File: config.mk
export PLATFORM = sky130hd
export DESIGN_NAME = hsv_to_rgb_color_packer_top
export DESIGN_NICKNAME = d
export VERILOG_FILES = /design/src/hw/rtl/h2rcp_pkg.sv /design/src/hw/rtl/hsv_to_rgb_color_packer_top.sv /design/src/hw/rtl/h2rcp_sector.sv /design/src/hw/rtl/h2rcp_product.sv /design/src/hw/rtl/h2rcp_divide.sv
export SDC_FILE = /design/constraint.sdc
export NUM_CORES = 2
export LEC_CHECK = 0
export BUFFER_PORTS_ARGS = -buffer_cell sky130_fd_sc_hd__buf_2
export CORE_MARGIN = 2
export CORE_UTILIZATION = 40
export CTS_CLUSTER_DIAMETER = 80
export CTS_CLUSTER_SIZE = 30
export DETAILED_ROUTE_END_ITERATION = 16
export GPL_TIMING_DRIVEN = 0
export PLACE_DENSITY = 0.55
export SLEW_MARGIN = 25
export SYNTH_ARGS = -nofsm -noshare
export SYNTH_HDL_FRONTEND = slang
export SYNTH_SLANG_ARGS = --single-unit
File: constraint.sdc
create_clock -name clk -period 11.7 [get_ports clk]
set_input_delay 0.585 -clock clk [delete_from_list [all_inputs] [get_ports clk]]
set_output_delay 0.585 -clock clk [all_outputs]
set_load 0.005 [all_outputs]
File: src/hw/rtl/h2rcp_pkg.sv
// Shared types and constants for the HSV to RGB colour packer pipeline.
`timescale 1ns / 1ps
`default_nettype none
package h2rcp_pkg;

	localparam logic [7:0]  FULL_LEVEL   = 8'd255;
	localparam logic [15:0] FULL_SQUARE  = 16'd65025;
	// floor(2^16 / 255) and floor(2^32 / 65025)
	localparam logic [8:0]  RECIP_LEVEL  = 9'd257;
	localparam logic [16:0] RECIP_SQUARE = 17'd66051;

	typedef enum logic [2:0] {
		SECT_RED_YEL  = 3'd0,
		SECT_YEL_GRN  = 3'd1,
		SECT_GRN_CYN  = 3'd2,
		SECT_CYN_BLU  = 3'd3,
		SECT_BLU_MAG  = 3'd4,
		SECT_MAG_RED  = 3'd5
	} sector_t;

	typedef struct packed {
		sector_t     sector;
		logic [7:0]  bri;
		logic [7:0]  sat_inv;
		logic [15:0] frac_sat;
		logic [15:0] rfrac_sat;
	} s1_t;

	typedef struct packed {
		sector_t     sector;
		logic [7:0]  bri;
		logic [15:0] num_p;
		logic [23:0] num_q;
		logic [23:0] num_t;
	} s2_t;

	typedef struct packed {
		sector_t     sector;
		logic [7:0]  bri;
		logic [15:0] num_p;
		logic [23:0] num_q;
		logic [23:0] num_t;
		logic [7:0]  est_p;
		logic [7:0]  est_q;
		logic [7:0]  est_t;
	} s3_t;

	typedef struct packed {
		sector_t     sector;
		logic [7:0]  bri;
		logic [7:0]  lvl_p;
		logic [7:0]  lvl_q;
		logic [7:0]  lvl_t;
	} s4_t;

endpackage
`default_nettype wire

File: src/hw/rtl/hsv_to_rgb_color_packer_top.sv
// Top level of the HSV to RGB colour packer: pipeline stages and output channel selection.
// Throughput: one beat per cycle; the five register stages stall together while
// the output beat waits, and a new beat enters whenever the last stage is empty or draining.
// Reset clears the stage valid bits only; payload registers are not reset.
`timescale 1ns / 1ps
`default_nettype none
module hsv_to_rgb_color_packer_top (
	input  wire logic        clk,
	input  wire logic        arst_n,
	input  wire logic        pix_valid,
	output logic             pix_ready,
	input  wire logic [7:0]  hue,
	input  wire logic [7:0]  saturation,
	input  wire logic [7:0]  brightness,
	output logic             rgb_valid,
	input  wire logic        rgb_ready,
	output logic [7:0]       red_level,
	output logic [7:0]       green_level,
	output logic [7:0]       blue_level,
	output logic [23:0]      packed_color
);
	import h2rcp_pkg::*;

	logic       advance;
	logic       valid_s1;
	logic       valid_s2;
	logic       valid_s4;
	s1_t        data_s1;
	s2_t        data_s2;
	s4_t        data_s4;
	logic [7:0] red;
	logic [7:0] green;
	logic [7:0] blue;

	assign advance   = !rgb_valid || rgb_ready;
	assign pix_ready = advance;

	h2rcp_sector u_sector (
		.clk        (clk),
		.arst_n     (arst_n),
		.advance    (advance),
		.valid_in   (pix_valid),
		.hue        (hue),
		.saturation (saturation),
		.brightness (brightness),
		.valid_s1   (valid_s1),
		.data_s1    (data_s1)
	);

	h2rcp_product u_product (
		.clk      (clk),
		.arst_n   (arst_n),
		.advance  (advance),
		.valid_s1 (valid_s1),
		.data_s1  (data_s1),
		.valid_s2 (valid_s2),
		.data_s2  (data_s2)
	);

	h2rcp_divide u_divide (
		.clk      (clk),
		.arst_n   (arst_n),
		.advance  (advance),
		.valid_s2 (valid_s2),
		.data_s2  (data_s2),
		.valid_s4 (valid_s4),
		.data_s4  (data_s4)
	);

	always_comb begin
		case (data_s4.sector)
			SECT_RED_YEL: begin
				red = data_s4.bri;   green = data_s4.lvl_t; blue = data_s4.lvl_p;
			end
			SECT_YEL_GRN: begin
				red = data_s4.lvl_q; green = data_s4.bri;   blue = data_s4.lvl_p;
			end
			SECT_GRN_CYN: begin
				red = data_s4.lvl_p; green = data_s4.bri;   blue = data_s4.lvl_t;
			end
			SECT_CYN_BLU: begin
				red = data_s4.lvl_p; green = data_s4.lvl_q; blue = data_s4.bri;
			end
			SECT_BLU_MAG: begin
				red = data_s4.lvl_t; green = data_s4.lvl_p; blue = data_s4.bri;
			end
			default: begin
				red = data_s4.bri;   green = data_s4.lvl_p; blue = data_s4.lvl_q;
			end
		endcase
	end

	always_ff @(posedge clk or negedge arst_n) begin
		if (!arst_n) begin
			rgb_valid <= 1'b0;
		end else if (advance) begin
			rgb_valid <= valid_s4;
		end
	end

	always_ff @(posedge clk) begin
		if (advance) begin
			red_level    <= red;
			green_level  <= green;
			blue_level   <= blue;
			packed_color <= {green, red, blue};
		end
	end

endmodule
`default_nettype wire

File: src/hw/rtl/h2rcp_sector.sv
// Stage 1: hue sector and fraction, saturation products.
`timescale 1ns / 1ps
`default_nettype none
module h2rcp_sector (
	input  wire logic          clk,
	input  wire logic          arst_n,
	input  wire logic          advance,
	input  wire logic          valid_in,
	input  wire logic [7:0]    hue,
	input  wire logic [7:0]    saturation,
	input  wire logic [7:0]    brightness,
	output logic               valid_s1,
	output h2rcp_pkg::s1_t     data_s1
);
	import h2rcp_pkg::*;

	logic [10:0] h6;
	logic [10:0] base;
	sector_t     sector;
	logic [7:0]  frac;
	logic [7:0]  rfrac;
	s1_t         next;

	always_comb begin
		h6 = 11'(hue) * 11'd6;
		if (h6 >= 11'(FULL_LEVEL) * 11'd6) begin
			// full-scale hue wraps to the first sector
			sector = SECT_RED_YEL;
			base   = 11'(FULL_LEVEL) * 11'd6;
		end else if (h6 >= 11'(FULL_LEVEL) * 11'd5) begin
			sector = SECT_MAG_RED;
			base   = 11'(FULL_LEVEL) * 11'd5;
		end else if (h6 >= 11'(FULL_LEVEL) * 11'd4) begin
			sector = SECT_BLU_MAG;
			base   = 11'(FULL_LEVEL) * 11'd4;
		end else if (h6 >= 11'(FULL_LEVEL) * 11'd3) begin
			sector = SECT_CYN_BLU;
			base   = 11'(FULL_LEVEL) * 11'd3;
		end else if (h6 >= 11'(FULL_LEVEL) * 11'd2) begin
			sector = SECT_GRN_CYN;
			base   = 11'(FULL_LEVEL) * 11'd2;
		end else if (h6 >= 11'(FULL_LEVEL)) begin
			sector = SECT_YEL_GRN;
			base   = 11'(FULL_LEVEL);
		end else begin
			sector = SECT_RED_YEL;
			base   = 11'd0;
		end
		frac  = 8'(h6 - base);
		rfrac = FULL_LEVEL - frac;
		next.sector    = sector;
		next.bri       = brightness;
		next.sat_inv   = FULL_LEVEL - saturation;
		next.frac_sat  = 16'(frac) * 16'(saturation);
		next.rfrac_sat = 16'(rfrac) * 16'(saturation);
	end

	always_ff @(posedge clk or negedge arst_n) begin
		if (!arst_n) begin
			valid_s1 <= 1'b0;
		end else if (advance) begin
			valid_s1 <= valid_in;
		end
	end

	always_ff @(posedge clk) begin
		if (advance) begin
			data_s1 <= next;
		end
	end

endmodule
`default_nettype wire

File: src/hw/rtl/h2rcp_product.sv
// Stage 2: brightness products, the numerators of p, q and t.
`timescale 1ns / 1ps
`default_nettype none
module h2rcp_product (
	input  wire logic          clk,
	input  wire logic          arst_n,
	input  wire logic          advance,
	input  wire logic          valid_s1,
	input  wire h2rcp_pkg::s1_t data_s1,
	output logic               valid_s2,
	output h2rcp_pkg::s2_t     data_s2
);
	import h2rcp_pkg::*;

	s2_t next;

	always_comb begin
		next.sector = data_s1.sector;
		next.bri    = data_s1.bri;
		next.num_p  = 16'(data_s1.bri) * 16'(data_s1.sat_inv);
		next.num_q  = 24'(data_s1.bri) * 24'(FULL_SQUARE - data_s1.frac_sat);
		next.num_t  = 24'(data_s1.bri) * 24'(FULL_SQUARE - data_s1.rfrac_sat);
	end

	always_ff @(posedge clk or negedge arst_n) begin
		if (!arst_n) begin
			valid_s2 <= 1'b0;
		end else if (advance) begin
			valid_s2 <= valid_s1;
		end
	end

	always_ff @(posedge clk) begin
		if (advance) begin
			data_s2 <= next;
		end
	end

endmodule
`default_nettype wire

File: src/hw/rtl/h2rcp_divide.sv
// Stages 3 and 4: constant division by reciprocal multiply and one-step correction.
`timescale 1ns / 1ps
`default_nettype none
module h2rcp_divide (
	input  wire logic          clk,
	input  wire logic          arst_n,
	input  wire logic          advance,
	input  wire logic          valid_s2,
	input  wire h2rcp_pkg::s2_t data_s2,
	output logic               valid_s4,
	output h2rcp_pkg::s4_t     data_s4
);
	import h2rcp_pkg::*;

	logic        valid_s3;
	s3_t         data_s3;
	s3_t         next3;
	s4_t         next4;
	logic [24:0] prod_p;
	logic [40:0] prod_q;
	logic [40:0] prod_t;
	logic [8:0]  inc_p;
	logic [8:0]  inc_q;
	logic [8:0]  inc_t;
	logic [16:0] lim_p;
	logic [24:0] lim_q;
	logic [24:0] lim_t;

	// estimates undershoot by at most one
	always_comb begin
		prod_p = 25'(data_s2.num_p) * 25'(RECIP_LEVEL);
		prod_q = 41'(data_s2.num_q) * 41'(RECIP_SQUARE);
		prod_t = 41'(data_s2.num_t) * 41'(RECIP_SQUARE);
		next3.sector = data_s2.sector;
		next3.bri    = data_s2.bri;
		next3.num_p  = data_s2.num_p;
		next3.num_q  = data_s2.num_q;
		next3.num_t  = data_s2.num_t;
		next3.est_p  = prod_p[23:16];
		next3.est_q  = prod_q[39:32];
		next3.est_t  = prod_t[39:32];
	end

	// (e+1)*255 = (e+1)<<8 - (e+1); (e+1)*65025 = (e+1)<<16 - (e+1)<<9 + (e+1)
	always_comb begin
		inc_p = 9'(data_s3.est_p) + 9'd1;
		inc_q = 9'(data_s3.est_q) + 9'd1;
		inc_t = 9'(data_s3.est_t) + 9'd1;
		lim_p = {inc_p, 8'd0} - 17'(inc_p);
		lim_q = {inc_q, 16'd0} - 25'({inc_q, 9'd0}) + 25'(inc_q);
		lim_t = {inc_t, 16'd0} - 25'({inc_t, 9'd0}) + 25'(inc_t);
		next4.sector = data_s3.sector;
		next4.bri    = data_s3.bri;
		next4.lvl_p  = (17'(data_s3.num_p) >= lim_p) ? inc_p[7:0] : data_s3.est_p;
		next4.lvl_q  = (25'(data_s3.num_q) >= lim_q) ? inc_q[7:0] : data_s3.est_q;
		next4.lvl_t  = (25'(data_s3.num_t) >= lim_t) ? inc_t[7:0] : data_s3.est_t;
	end

	always_ff @(posedge clk or negedge arst_n) begin
		if (!arst_n) begin
			valid_s3 <= 1'b0;
			valid_s4 <= 1'b0;
		end else if (advance) begin
			valid_s3 <= valid_s2;
			valid_s4 <= valid_s3;
		end
	end

	always_ff @(posedge clk) begin
		if (advance) begin
			data_s3 <= next3;
			data_s4 <= next4;
		end
	end

endmodule
`default_nettype wire
# [After elaboration in Yosys (flattened, before gate mapping)]
# Index checks and enable logic that the tools add are counted.
[classes] reduce_logical=8 n_mul=9 eq_ne=4 n_lt_le_gt_ge=9 bitwise=0 n_mux=17 div=0 shift=0 addsub=13
[op_table] op="$mul A24 B17 Y40 const B" count=2
[op_table] op="$mux W8" count=9
[op_table] op="$pmux W8 S3" count=3
[op_table] op="$add A25 B9 Y25" count=2
[op_table] op="$ge A24 B25 Y1" count=2
[op_table] op="$sub A25 B18 Y25" count=2
[op_table] op="$mul A8 B24 Y24" count=2
[op_table] op="$mul A8 B8 Y16" count=3
[op_table] op="$sub A16 B16 Y17 const A" count=2
[op_table] op="$add A8 B1 Y9 const B" count=3
[op_table] op="$mul A16 B9 Y24 const B" count=1
[op_table] op="$ge A11 B10 Y1 const B" count=2
[op_table] op="$ge A11 B11 Y1 const B" count=2
[op_table] op="$ge A16 B17 Y1" count=1
[op_table] op="$sub A17 B9 Y17" count=1
[op_table] op="$sub A8 B8 Y8 const A" count=2
[op_table] op="$mux W3" count=4
[op_table] op="$ge A11 B8 Y1 const B" count=1
[op_table] op="$ge A11 B9 Y1 const B" count=1
[op_table] op="$mul A8 B2 Y10 const B" count=1
[op_table] op="$reduce_or A2 Y1" count=4
[op_table] op="$sub A8 B8 Y8" count=1
[op_table] op="$eq A3 B2 Y1 const B" count=2
[op_table] op="$eq A3 B1 Y1 const B" count=1
[op_table] op="other kinds (6)" count=6
[word_totals] elab_cells=93 output_inout_bits=50 inputBits=28 mem_bits_ro=0 regBits=313 latch_bits=0 mem_bits_rw=0 n_memories=0

# [Longest topological paths before layout]
[depth] word_depth=11 depth_mapped=34 mapped_depth_nobuf=34

# [Cells and area by module]
# From an unflattened synthesis, not the netlist that was laid out.
[unflattened] cells_unflattened=3691 hier_area_um2=36730.2
[by_module_without_submodules] mod="h2rcp_divide" n_inst=1 cells_each=1348 area_per_inst_um2=14271.2 seq_area_each_um2=4073.9
[by_module_without_submodules] mod="h2rcp_product" n_inst=1 cells_each=1482 area_per_inst_um2=14003.4 seq_area_each_um2=2277.2
[by_module_without_submodules] mod="h2rcp_sector" n_inst=1 cells_each=675 area_per_inst_um2=6592.6 seq_area_each_um2=1556.5
[by_module_without_submodules] mod="hsv_to_rgb_color_packer_top" n_inst=1 cells_each=186 area_per_inst_um2=1863.0 seq_area_each_um2=745.7

# [Least setup slack after synthesis]
# Ideal clock, no wire load.
[synth_path] path_kind="input-to-reg" start="in rgb_ready" end="reg u_divide.valid_s3" setup_ns=0.108 required_time_ns=11.592 path_slack_ns=1.892 arrival_time_ns=9.699 stages=3 n_path_buf=1 path_cell_list="nand2b_1 -> clkbuf_1 -> mux2_2"
[synth_via] elab_chain_len=1
[synth_lines] item="start, declared" line="hsv_to_rgb_color_packer_top.sv:16" text="input wire logic rgb_ready,"
[synth_lines] item="$logic_or A1 B1 Y1" line="hsv_to_rgb_color_packer_top.sv:35" text="assign advance = !rgb_valid || rgb_ready;"
[synth_lines] item="net pix_ready" line="hsv_to_rgb_color_packer_top.sv:11" text="output logic pix_ready,"
[synth_lines] item="end signal, assigned" line="h2rcp_divide.sv:64" text="valid_s3 <= valid_s2;"
[synth_lines] item="end, declared" line="h2rcp_divide.sv:15" text="logic valid_s3;"
# The timed path passes the listed nets, and every way through them passes these cells.
# A chain may end at the register's enable or synchronous reset.

==> metrics.txt <==
Final Wtd Congestion between 0.8 and 0.9; DRT Pass-1 Iters 5; IO buf count 74; Critical Path Max Stage Delay 0.55 ns; # H-tree levels 1; status complete, no violations; global-route wire length before repair between 100000 and 150000 um; Clk Latency, worst-skew pair 0.60 ns; die height about 300 um; vias in the first global route between 20000 and 25000; Starting Density approximately 40%; Syn Inst Count 3449; syn nets 4421; Final HPWL DP approximately 65000 um; Setup Viol. Count Final 0; WHS 0.165 ns; Yosys reg bits ~290; min-delay worst type in -> reg; Root Buffer clkbuf_16; layout cell share with drive strength beyond 1 under 10%; Post-synth EDFFs about 280; CTS tree done; fin util between 40% and 50%; Syn Area/Cell ~10 um2; final period utilization between 80% and 90%; clk sinks 289; Rows between 100 and 150; RSZ-0062 raised after global routing false; placed instance area between 30000 and 40000 um2; slew margin rel. between 30% and 40%; actual slew at the worst max-slew pin about 0.94 ns; # IOs a little under 80; maxcap violations 0; crit path DAT 9.74 ns; Crit Path Class in -> reg; Slowest-stage cell, CP a21oi_1; Layout Skew ~0.051 ns; CP Max Fanout 10; DIE AREA approximately 90000 um2; cell area after layout between 30000 and 40000 um2; CTS Buffer Depth 3; Max Freq around 0.11 GHz; post-route minimum period between 9 and 10 ns; number of distinct library cells after synthesis 83; post-route ant nets 0; vias around 24000; register area share after synthesis around a quarter; DR vias/cell about 5.0; DR DRC count 0; leading cell type in the layout, fill and taps excluded ha_1; Worst setup EP type flop; Clk pin slew, worst setup/hold paths about 0.1 ns; commonest non-fill, non-tap cells in the layout 578 x ha_1, 576 x inv_1, 366 x fa_1; area grow syn2layout 8.03%; Startpoint Class input port; initial antenna violation count 3; Critical Path Most Common Cell fa_1; asr flop ratio synth under 10%; cts bufs inserted 22; cell area after synthesis 35200 um2; routed length per placed instance between 15 and 20 um; Nets between 4000 and 5000; Main synth FF type edfxtp_1; Final Hold Vio Count 0; GRT Total Usage between 10% and 20%; Core Region 87000 um2; global route overflow 0; WL final 78600 um; final slew viol count 0; synth warn 0; Post-Layout Cell Count 4726; Post-Place Cells approximately 4700; Critical Path RT roughly 12 ns; DR iter-0 viols 1047; chip width between 300 and 400 um; pin count of the biggest net entering global routing 53
## synth_stat cells, drive strengths merged (5+ instances only)
cell type	n	area, um2
buf	36	243
o22ai	13	81.3
or2	11	68.8
o21ai	84	424
a21oi	109	549
mux2i	23	230
inv	576	2160
clkinv	5	18.8
o21bai	7	52.6
nand2b	24	150
nand2	305	1140
nor3	37	190
a2111oi	9	97.6
and2	182	1140
or3	8	55.1
o211ai	10	75.1
fa	366	7330
edfxtp	284	8530
dfrtp	5	125
nor4	9	71.3
mux2	25	282
and3	27	169
xnor2	132	1160
xor2	83	734
a211oi	12	108
o31ai	5	37.5
nor2b	44	275
a21o	50	375
nand4	29	181
nand3	36	180
o21a	29	218
nor3b	7	52.6
a31o	7	61.3
ha	578	7230
clkbuf	66	248
a21boi	9	67.6
a31oi	7	58.8
nor2	153	574
## critical path, delay by kind of cell
kind | cells | cell delay (ns)
adders and majority gates | 8 | 3.43
AOI/OAI and AO/OA | 11 | 2.43
buffers and inverters | 7 | 1.38
and+or+nand+nor | 5 | 1.24
xor gates and xnor gates | 2 | 0.66
## flip-flops by register name (all words and copies together), names as in the netlist, 2 cells and up
signal,flops
green_level,8
u_sector.data_s1,51
packed_color,2
blue_level,7
u_divide.data_s3,99
u_divide.data_s4,35
u_product.data_s2,75
red_level,7
## cell type report
class,count,area (um2)
diodes,1,2.50
plain buffers,102,494
clock buffers,22,551
clock inverters,18,283
fillers,8478,49000
inverters,581,2180
multi-input cells,2477,23900
flip-flops and latches,289,8650
well taps,1155,1450
repair buffers,81,531
## path summary, 6_finish.rpt
kind                                         endpoint             startpoint  cells past startpoint  slack, ns
worst max-delay path             u_sector.data_s1[14]                 hue[1]                     33       2.29
worst min-delay path             u_sector.data_s1[45]          brightness[5]                      1       0.17
worst max register to register  u_product.data_s2[46]   u_sector.data_s1[17]                     21       4.65
worst min register to register   u_divide.data_s3[94]  u_product.data_s2[70]                      0       0.41
max in group asynchronous                   rgb_valid                 arst_n                      2      11.24
min in group asynchronous          u_product.valid_s2                 arst_n                      2       0.33
## cells by family after synthesis
kind of cell	share of synthesized area, %
DFF	24.6
muxes	1.45
xor gates and xnor gates	5.40
AOI/OAI and AO/OA	7.34
buffers and inverters	7.59
and+or+nand+nor	12.2
adders and majority gates	41.4
## per-layer routing
layer	up-vias	part of all wire (%)	track usage, %
met4	6	1.7	3.25
met3	77	3.7	1.77
met2	378	48	30.9
met1	11505	46	24.6
met5	-	0.055	0
li1	11607	-	-
## stage by stage
stage,setup WS [ns],TNS (ns)
floorplan,1.89,0
global placement,-1.99,-350.62
detailed placement,1.70,0
CTS,2.26,0
global route,1.67,0
finish,2.29,0
## repair_timing
item / CTS / global route
setup endpoints to repair: 0 / 0
hold endpoints to repair: 5 / 0
gates resized for setup: 0 / 0
buffers inserted: 0 / 0
hold buffers: 1 / 0
Power is left out: the tool's default activity adds up to more than one toggle a clock period on the data nets, which glitch-free logic cannot reach.
